## src/rtl/i2da_pkg.sv

```systemverilog
// Package for the decimal ASCII converter: controller state type and character constants.
// Depends on nothing; imported by int_to_decimal_ascii and by tb_top.
package i2da_pkg;

    // Width of the result beat's tdata: character code, character total, zero fill.
    localparam int CHAR_W     = 8;
    localparam int TOTAL_W    = 4;
    localparam int OUT_DATA_W = 16;

    // ASCII codes used in the text.
    localparam logic [CHAR_W-1:0] DIGIT_ZERO = 8'h30;
    localparam logic [CHAR_W-1:0] MINUS_SIGN = 8'h2D;

    // Controller states.
    typedef enum logic [2:0] {
        ST_IDLE,
        ST_CONV,
        ST_SKIP,
        ST_SIGN,
        ST_DIGIT
    } state_t;

endpackage

```

## src/rtl/int_to_decimal_ascii.sv

```systemverilog
// Top level of the binary to decimal ASCII converter.
// Depends on i2da_pkg for the state type and the character constants.
//
// Usage: the slave channel takes one number per beat, s_tdata holding the
// value in its low VALUE_WIDTH bits and s_tuser selecting unsigned (1) or
// signed two's complement (0) text. The master channel returns one character
// per beat, most significant digit first, with no leading zeros; a negative
// signed number starts with '-'. m_tlast marks the final character, which also
// carries the character count of the whole number.
// Operation: a number is converted by a shift-and-add-3 loop that takes one bit
// per cycle, then leading zero digits are dropped at one digit per cycle (at most
// NDIG-1 of them) and the character count is settled, then characters leave one
// per cycle while the receiver is ready. The dropped zeros and the digits always
// add up to NDIG.
// One number is worked on at a time; s_tready is high only while the
// controller is idle, which includes the time the last character of the
// previous number still waits in the output register.
// When the receiver stalls, the current character holds in the output register
// and the controller waits. Reset empties the output register and returns the
// controller to idle.
module int_to_decimal_ascii #(
    parameter int VALUE_WIDTH = 32,
    localparam int IN_DATA_W  = ((VALUE_WIDTH + 7) / 8) * 8
) (
    input  logic                              aclk,
    input  logic                              aresetn,
    // s_tdata: value_bits in the low VALUE_WIDTH bits, zero fill above
    input  logic [IN_DATA_W-1:0]              s_tdata,
    // s_tuser: is_unsigned
    input  logic                              s_tuser,
    input  logic                              s_tvalid,
    output logic                              s_tready,
    // m_tdata: char_code [7:0], char_total [11:8], zero fill [15:12]
    output logic [i2da_pkg::OUT_DATA_W-1:0]   m_tdata,
    output logic                              m_tlast,
    output logic                              m_tvalid,
    input  logic                              m_tready
);
    import i2da_pkg::*;

    // Decimal digits needed for the largest unsigned value of the width.
    localparam int NDIG   = (VALUE_WIDTH * 30103) / 100000 + 1;
    localparam int BCD_W  = 4 * NDIG;
    localparam int BIT_CW = $clog2(VALUE_WIDTH + 1);
    localparam int DIG_CW = $clog2(NDIG + 1);

    state_t                 state_reg, state_next;
    logic [VALUE_WIDTH-1:0] mag_reg, mag_next;
    logic [BCD_W-1:0]       bcd_reg, bcd_next;
    logic [BIT_CW-1:0]      bit_cnt_reg, bit_cnt_next;
    logic [DIG_CW-1:0]      dig_cnt_reg, dig_cnt_next;
    logic                   neg_reg, neg_next;
    logic [TOTAL_W-1:0]     total_reg, total_next;
    logic                   m_valid_reg, m_valid_next;
    logic [CHAR_W-1:0]      m_char_reg, m_char_next;
    logic                   m_last_reg, m_last_next;
    logic [TOTAL_W-1:0]     m_total_reg, m_total_next;

    logic [VALUE_WIDTH-1:0] in_value;
    logic                   in_neg;
    logic [VALUE_WIDTH-1:0] in_mag;
    logic [BCD_W-1:0]       bcd_adj;
    logic [3:0]             top_digit;
    logic                   out_free;
    logic                   is_last;

    // Magnitude of the incoming number; the most negative value maps to itself,
    // which is its correct magnitude when read as unsigned.
    assign in_value = s_tdata[VALUE_WIDTH-1:0];
    assign in_neg   = !s_tuser && in_value[VALUE_WIDTH-1];
    assign in_mag   = in_neg ? (~in_value + VALUE_WIDTH'(1)) : in_value;

    // Add 3 to every BCD digit of 5 or more before the next shift.
    always_comb begin
        for (int i = 0; i < NDIG; i++) begin
            bcd_adj[i*4 +: 4] = (bcd_reg[i*4 +: 4] >= 4'd5) ? (bcd_reg[i*4 +: 4] + 4'd3)
                                                             : bcd_reg[i*4 +: 4];
        end
    end

    assign top_digit = bcd_reg[BCD_W-1 -: 4];
    assign out_free  = !m_valid_reg || m_tready;
    assign is_last   = (dig_cnt_reg == DIG_CW'(1));

    // Next state and output register loading.
    always_comb begin
        state_next   = state_reg;
        mag_next     = mag_reg;
        bcd_next     = bcd_reg;
        bit_cnt_next = bit_cnt_reg;
        dig_cnt_next = dig_cnt_reg;
        neg_next     = neg_reg;
        total_next   = total_reg;
        m_valid_next = m_valid_reg && !m_tready;
        m_char_next  = m_char_reg;
        m_last_next  = m_last_reg;
        m_total_next = m_total_reg;

        case (state_reg)
            ST_IDLE: begin
                if (s_tvalid) begin
                    mag_next     = in_mag;
                    neg_next     = in_neg;
                    bcd_next     = '0;
                    bit_cnt_next = BIT_CW'(VALUE_WIDTH);
                    state_next   = ST_CONV;
                end
            end
            ST_CONV: begin
                // One magnitude bit enters the BCD register per cycle.
                bcd_next     = {bcd_adj[BCD_W-2:0], mag_reg[VALUE_WIDTH-1]};
                mag_next     = mag_reg << 1;
                bit_cnt_next = bit_cnt_reg - BIT_CW'(1);
                if (bit_cnt_reg == BIT_CW'(1)) begin
                    dig_cnt_next = DIG_CW'(NDIG);
                    state_next   = ST_SKIP;
                end
            end
            ST_SKIP: begin
                // Drop leading zero digits, keeping at least one digit.
                if (!is_last && top_digit == 4'd0) begin
                    bcd_next     = bcd_reg << 4;
                    dig_cnt_next = dig_cnt_reg - DIG_CW'(1);
                end else begin
                    total_next = TOTAL_W'(dig_cnt_reg) + {{(TOTAL_W-1){1'b0}}, neg_reg};
                    state_next = neg_reg ? ST_SIGN : ST_DIGIT;
                end
            end
            ST_SIGN: begin
                if (out_free) begin
                    m_valid_next = 1'b1;
                    m_char_next  = MINUS_SIGN;
                    m_last_next  = 1'b0;
                    m_total_next = '0;
                    state_next   = ST_DIGIT;
                end
            end
            ST_DIGIT: begin
                if (out_free) begin
                    m_valid_next = 1'b1;
                    m_char_next  = DIGIT_ZERO + {4'b0000, top_digit};
                    m_last_next  = is_last;
                    m_total_next = is_last ? total_reg : '0;
                    bcd_next     = bcd_reg << 4;
                    dig_cnt_next = dig_cnt_reg - DIG_CW'(1);
                    if (is_last) begin
                        state_next = ST_IDLE;
                    end
                end
            end
            default: begin
                state_next = ST_IDLE;
            end
        endcase
    end

    // Control registers.
    always_ff @(posedge aclk) begin
        if (!aresetn) begin
            state_reg   <= ST_IDLE;
            m_valid_reg <= 1'b0;
        end else begin
            state_reg   <= state_next;
            m_valid_reg <= m_valid_next;
        end
    end

    // Datapath registers.
    always_ff @(posedge aclk) begin
        mag_reg     <= mag_next;
        bcd_reg     <= bcd_next;
        bit_cnt_reg <= bit_cnt_next;
        dig_cnt_reg <= dig_cnt_next;
        neg_reg     <= neg_next;
        total_reg   <= total_next;
        m_char_reg  <= m_char_next;
        m_last_reg  <= m_last_next;
        m_total_reg <= m_total_next;
    end

    assign s_tready = (state_reg == ST_IDLE);
    assign m_tvalid = m_valid_reg;
    assign m_tlast  = m_last_reg;
    assign m_tdata  = {{(OUT_DATA_W-CHAR_W-TOTAL_W){1'b0}}, m_total_reg, m_char_reg};

endmodule

```

## config.mk

```make
export PLATFORM = sky130hd
export DESIGN_NAME = int_to_decimal_ascii
export DESIGN_NICKNAME = d
export VERILOG_FILES = /design/src/rtl/i2da_pkg.sv /design/src/rtl/int_to_decimal_ascii.sv
export SDC_FILE = /design/constraint.sdc
export NUM_CORES = 1
export LEC_CHECK = 0
export BUFFER_PORTS_ARGS = -buffer_cell sky130_fd_sc_hd__buf_4
export CORE_MARGIN = 2
export CORE_UTILIZATION = 30
export CTS_CLUSTER_DIAMETER = 200
export DETAILED_ROUTE_END_ITERATION = 8
export GPL_TIMING_DRIVEN = 0
export SKIP_CTS_REPAIR_TIMING = 1
export SLEW_MARGIN = 15
export SYNTH_ARGS = -nofsm -noshare
export SYNTH_HDL_FRONTEND = slang
export SYNTH_SLANG_ARGS = --single-unit
```

## constraint.sdc

```tcl
create_clock -name aclk -period 3.5 [get_ports aclk]
set_input_delay 0.35 -clock aclk [delete_from_list [all_inputs] [get_ports aclk]]
set_output_delay 0.35 -clock aclk [all_outputs]
set_load 0.02 [all_outputs]
```

* Yosys cells after proc, flatten, opt, wreduce, memory -nomap -nowiden
Index checks and enable logic that the tools add are counted.
** Storage, ports and cells
- Register bits :: 104
- Bits in latches :: 0
- RAM bits :: 0
- Bits in read-only memories :: 0
- Input bits :: 37
- Output and inout bits :: 19
- Word-level logic and storage cells :: 116
- Memories :: 0
** Operators by class
- Add/sub/neg operators :: 15
- $mul :: 0
- Div/mod/pow operators :: 0
- $lt $le $gt $ge :: 10
- Equality and inequality tests :: 13
- Shift operators :: 0
- Muxes and demuxes :: 43
- Bitwise gates (word level) :: 2
- Reductions and logical operators :: 22
** Operators by type and width (number)
- $pmux 40 s4 :: 1
- $mux 40 :: 3
- $mux 32 :: 2
- $pmux 32 s2 :: 1
- $mux 4 :: 15
- $ge 4x3->1 const B :: 10
- $add 4x2->4 const B :: 9
- $add 32x1->32 const B :: 1
- $not 32->32 :: 1
- $mux 3 :: 8
- $mux 8 :: 2
- $pmux 8 s2 :: 1
- $pmux 3 s5 :: 1
- $ne 2x2->1 const B :: 7
- $pmux 4 s3 :: 1
- $pmux 6 s2 :: 1
- $pmux 4 s2 :: 1
- $reduce_and 4->1 :: 2
- $add 6x4->7 const A :: 1
- $eq 3x2->1 const B :: 2
- $eq 6x1->1 const B :: 1
- $mux 6 :: 1
- $reduce_and 2->1 :: 3
- $reduce_and 6->1 :: 1
- 20 further kinds :: 29

* Logic depth before layout (Yosys ltp)
- Word-level depth :: 5
- Depth in mapped cells :: 8
- Depth with buffers taken out :: 7

* Worst setup path before layout
No wires, ideal clock.
- Path kind :: reg-to-reg
- From :: reg state_reg[1]
- To :: reg bcd_reg[0], enable pin
- Setup time :: 404 ps
- Arrival :: 2716 ps
- Required time :: 3096 ps
- Path slack :: 380 ps
- Cell stages (with the launch flop) :: 5
- Buffers on the path :: 1
- Cell sequence :: dfxtp_1 > clkbuf_1 > nor2_1 > o21a_1 > nand2b_1
** Between the ends
- Word-level cells in the longest chain between the ends :: 3
- Elaborated cells on any way between the ends :: 9
- Classes of those cells :: 6 x eq/ne; 3 x reduce/logical
** RTL lines
- start: declaration :: line int_to_decimal_ascii.sv:47 : state_t state_reg, state_next;
- start signal: assignment :: line int_to_decimal_ascii.sv:163 : state_reg <= state_next;
- $eq 3x2->1, or another cell as far along :: line int_to_decimal_ascii.sv:99 : case (state_reg)
- $ne 2x2->1 (no source line) / $reduce_bool 4->1 (equally long branches)
- $reduce_and 4->1 (no source line) (*)
- end signal: assignment :: line int_to_decimal_ascii.sv:171 : bcd_reg <= bcd_next;
- end: declaration :: line int_to_decimal_ascii.sv:49 : logic [BCD_W-1:0] bcd_reg, bcd_next;
Mark *: on every way between the ends. The rest lies on a longest branch, timed or not.
A chain may end at the register's enable or synchronous reset.

* Final worst setup path
- From :: reg dig_cnt_reg[0]
- To :: reg bcd_reg[38], enable pin
** Between the ends
- Word-level cells in the longest chain between the ends :: 5
** RTL lines
- start: declaration :: line int_to_decimal_ascii.sv:51 : logic [DIG_CW-1:0] dig_cnt_reg, dig_cnt_next;
- start signal: assignment :: line int_to_decimal_ascii.sv:173 : dig_cnt_reg <= dig_cnt_next;
- $eq 4x1->1 :: line int_to_decimal_ascii.sv:83 : assign is_last = (dig_cnt_reg == DIG_CW'(1));
- $logic_not 1->1 :: line int_to_decimal_ascii.sv:121 : if (!is_last && top_digit == 4'd0) begin
- $logic_and 1x1->1 :: line int_to_decimal_ascii.sv:121
- $ne 2x2->1 (no source line)
- $reduce_and 4->1 (no source line)
No other way between the ends.

==> results by group <==
STA
  – Minimum clock period: 3.06 ns
  – Tcrit/Tclk final: 87.4%
  – Worst slew pin tran: 1.07 ns
  – Max Freq: 327 MHz
  – Slew Viols, Final: 0
  – Final count of negative-setup-slack endpoints: 0
  – RSZ-0062 raised after global routing: no
  – Clock skew: 0.00628 ns
  – Hold Fails Final Rpt: 0
  – Rel. slew slack: 27.9%
  – Setup ws final: 0.441 ns

GRT
  – Initial antenna violation count: 0
  – GRT overflow: 0
  – Gr usage total: 12.3%
  – Largest net degree at the start of global routing: 30
  – Vias in the first global route: 4,175
  – First-pass GRT wire length: 21.2 mm

Synth
  – Post-synthesis cell count: 594
  – Yosys warns: 0
  – Dominant synthesized flop cell: edfxtp_1
  – Yosys cell types: 48
  – Synthesized cell area: 0.00598 mm^2
  – Synth async-reset ratio: 0%
  – Post-synthesis sequential area ratio: 50.0%
  – Syn Area/Cell: 10.1 um^2
  – Synthesized flop and latch total: 101
  – EDFF count, synth: 97

Clocking
  – CTS tree: built
  – H-tree depth: 3
  – Clock buffer depth: 2
  – Clk sinks: 101
  – CTS buffer count: 9
  – Root Driver: clkbuf_16
  – Clock-pin transition on the worst setup and hold timing paths: 0.07 ns
  – Worst-Skew Late Latency: 0.35 ns

Die
  – # rows: 51
  – Top Ports: 56
  – Die width: 145 um
  – Core Area: 0.0195 mm^2
  – DIE AREA: 0.0211 mm^2
  – Initial core utilization: 30.6%
  – Die height: 145 um

Final layout
  – Share of cells above drive strength 1: 13.1%
  – Layout area overhead: 17.5%
  – ANT cells: 0
  – Layout Nets: 725
  – Max reg flops: 40

Critical path
  – Critical Path Start Type: flip-flop
  – Required @ worst endpoint: 3.55 ns
  – Max incr delay on CP: 0.90 ns
  – Critical path cell sequence: ha_1, nor3b_1, nor4b_1, nand2_1, a21o_1, nand2b_2, buf_12
  – Critical-path top delay cell: nor4b_1
  – Critical path class: flip-flop to flip-flop
  – Crit. End Element: flip-flop
  – Critical path arrival: 3.11 ns
  – Critical path peak fanout: 25

Outcome
  – Status: complete, no violations

Power
  – Peak VDD IR: 0.300 mV
  – Leak pwr: 2.51 nW
  – Power per cell area: 440 mW/mm^2
  – Final Total Pwr: 3.09 mW

Route
  – Final wirelength: 12.9 mm
  – Via count: 4,467
  – Pre-antenna DRT Iters: 5
  – Final routed DRC violation total: 0
  – Post-DR wirelength/cell: 13.9 um
  – DR iter-0 viols: 262
  – Post-DRT Antenna Nets: 0
  – Post-DR vias/cell: 4.80

Placement
  – Setup slack at placement: 0.517 ns
  – Dpl hpwl: 9.38 mm
  – RD Place Congestion: 0.841
  – IO Port Bufs: 48

Flow run
  – MaxCap Viol Count: 0

Min path
  – HP Class: input pin to flip-flop
==> worst max-delay path: cells and delay by family, from the launching register on <==
family / cells / cell delay, ns
adder cells (fa/ha/maj): 1 / 0.22
AND/OR/NAND/NOR: 4 / 1.58
flip-flops: 1 / 0.46
buffers and inverters: 1 / 0.25
AO/OA/AOI/OAI: 1 / 0.23
==> power by group <==
group	switching (mW)	internal (mW)	leakage [nW]
Combinational	0.301	0.222	1.35
Clock	0.448	0.554	0.137
Sequential	0.0896	1.48	1.02
Total	0.839	2.25	2.51
==> synthesized netlist by cell type (2+ instances only) <==
cell type	n	share of area (%)
nand3_1	5	0.42
nor3b_1	16	2.0
buf_4	7	0.88
and2_1	6	0.63
nand4_1	2	0.21
buf_6	2	0.38
nor2b_1	4	0.42
a22oi_1	3	0.38
nand3b_1	2	0.25
o41ai_1	4	0.59
nand2_1	78	4.9
a21oi_1	43	3.6
o21ai_0	62	5.2
o41ai_2	4	1.1
nor2_1	34	2.1
dfxtp_1	4	1.3
a22o_1	3	0.44
nor4b_1	3	0.44
ha_1	28	5.9
o31ai_2	3	0.63
or3_4	2	0.38
nand2b_1	15	1.6
o21ai_1	13	1.1
and3_1	6	0.63
o31ai_1	12	1.5
inv_1	30	1.9
xnor2_1	16	2.3
edfxtp_1	97	49
clkbuf_1	21	1.3
xor2_1	33	4.8
or3_1	4	0.42
conb_1	2	0.13
nor4_1	4	0.42
nor3_1	12	1.0
==> placed cells by master, fill, tap and decap left out, types with 4 or more instances in the layout <==
master     instances
edfxtp_1          97
nor2_1            34
ha_1              28
buf_4             55
o41ai_1            4
conb_1             7
nand2_1           78
o21ai_0           62
nand3_1            5
inv_1             30
o31ai_1           12
dfxtp_1            4
nor4_1             4
a21oi_1           43
nor3_1            12
and3_1             6
o21ai_1           13
or3_1              4
nand2b_1          14
nor2b_1            4
and2_1             6
clkbuf_1          22
xor2_1            33
xnor2_1           16
clkbuf_16          9
o41ai_2            4
nor3b_1           16
==> per-layer routing <==
| metal | wire length, um | share of wire (%) | GRT usage [%] | vias to the layer above |
|---|---|---|---|---|
| met5 | 0 | 0 | 0 | - |
| met4 | 130 | 1.0 | 3.14 | 0 |
| met3 | 616 | 4.8 | 2.99 | 9 |
| met2 | 5820 | 45 | 19.4 | 99 |
| met1 | 6360 | 49 | 16.9 | 2114 |
| li1 | - | - | - | 2245 |
==> area by class of cell <==
cell class	count	area, um^2
plain buffers	31	158
well taps	265	332
flip-flops and latches	101	2990
clock buffers	10	229
multi-input cells	437	2740
fillers	2030	12500
repair buffers	50	400
inverters	30	113
clock inverters	6	62.6
==> cells by family (layout without fill, tap and decap cells) <==
logic type | Yosys count | count (layout) | share of synthesized area, %
buffers and inverters | 61 | 127 | 4.52
xor gates and xnor gates | 49 | 49 | 7.17
AOI/OAI and AO/OA | 155 | 155 | 15.8
other | 2 | 7 | 0.126
adders and majority gates | 28 | 28 | 5.86
DFF | 101 | 101 | 50.0
and+or+nand+nor | 198 | 198 | 16.5
==> per-stage QoR <==
step,std cells,area (um^2),setup TNS (ns),util (%),hold WS (ns)
final,930,7030,0,36.0,0.208
after global placement,912,6690,-26.57,34.3,0.507
after CTS,930,7030,0,36.0,0.196
after floorplan,599,6000,0,-,0.472
after global routing,930,7030,0,36.0,0.203
after detailed placement,914,6740,0,34.5,0.508
==> worst paths after layout <==
| kind | start | endpoint | slack (ns) | cells after the start |
|---|---|---|---|---|
| worst max register to register | dig_cnt_reg[0]$_SDFFCE_PP0P_ | bcd_reg[38]$_DFFE_PP_ | 0.44 | 7 |
| worst max-delay path | dig_cnt_reg[0]$_SDFFCE_PP0P_ | bcd_reg[38]$_DFFE_PP_ | 0.44 | 7 |
| worst min register to register | mag_reg[11]$_DFFE_PP_ | mag_reg[12]$_DFFE_PP_ | 0.52 | 2 |
| worst min-delay path | aresetn | state_reg[2]$_SDFFE_PN0P_ | 0.21 | 2 |
Power figures use the tool's default switching activity.
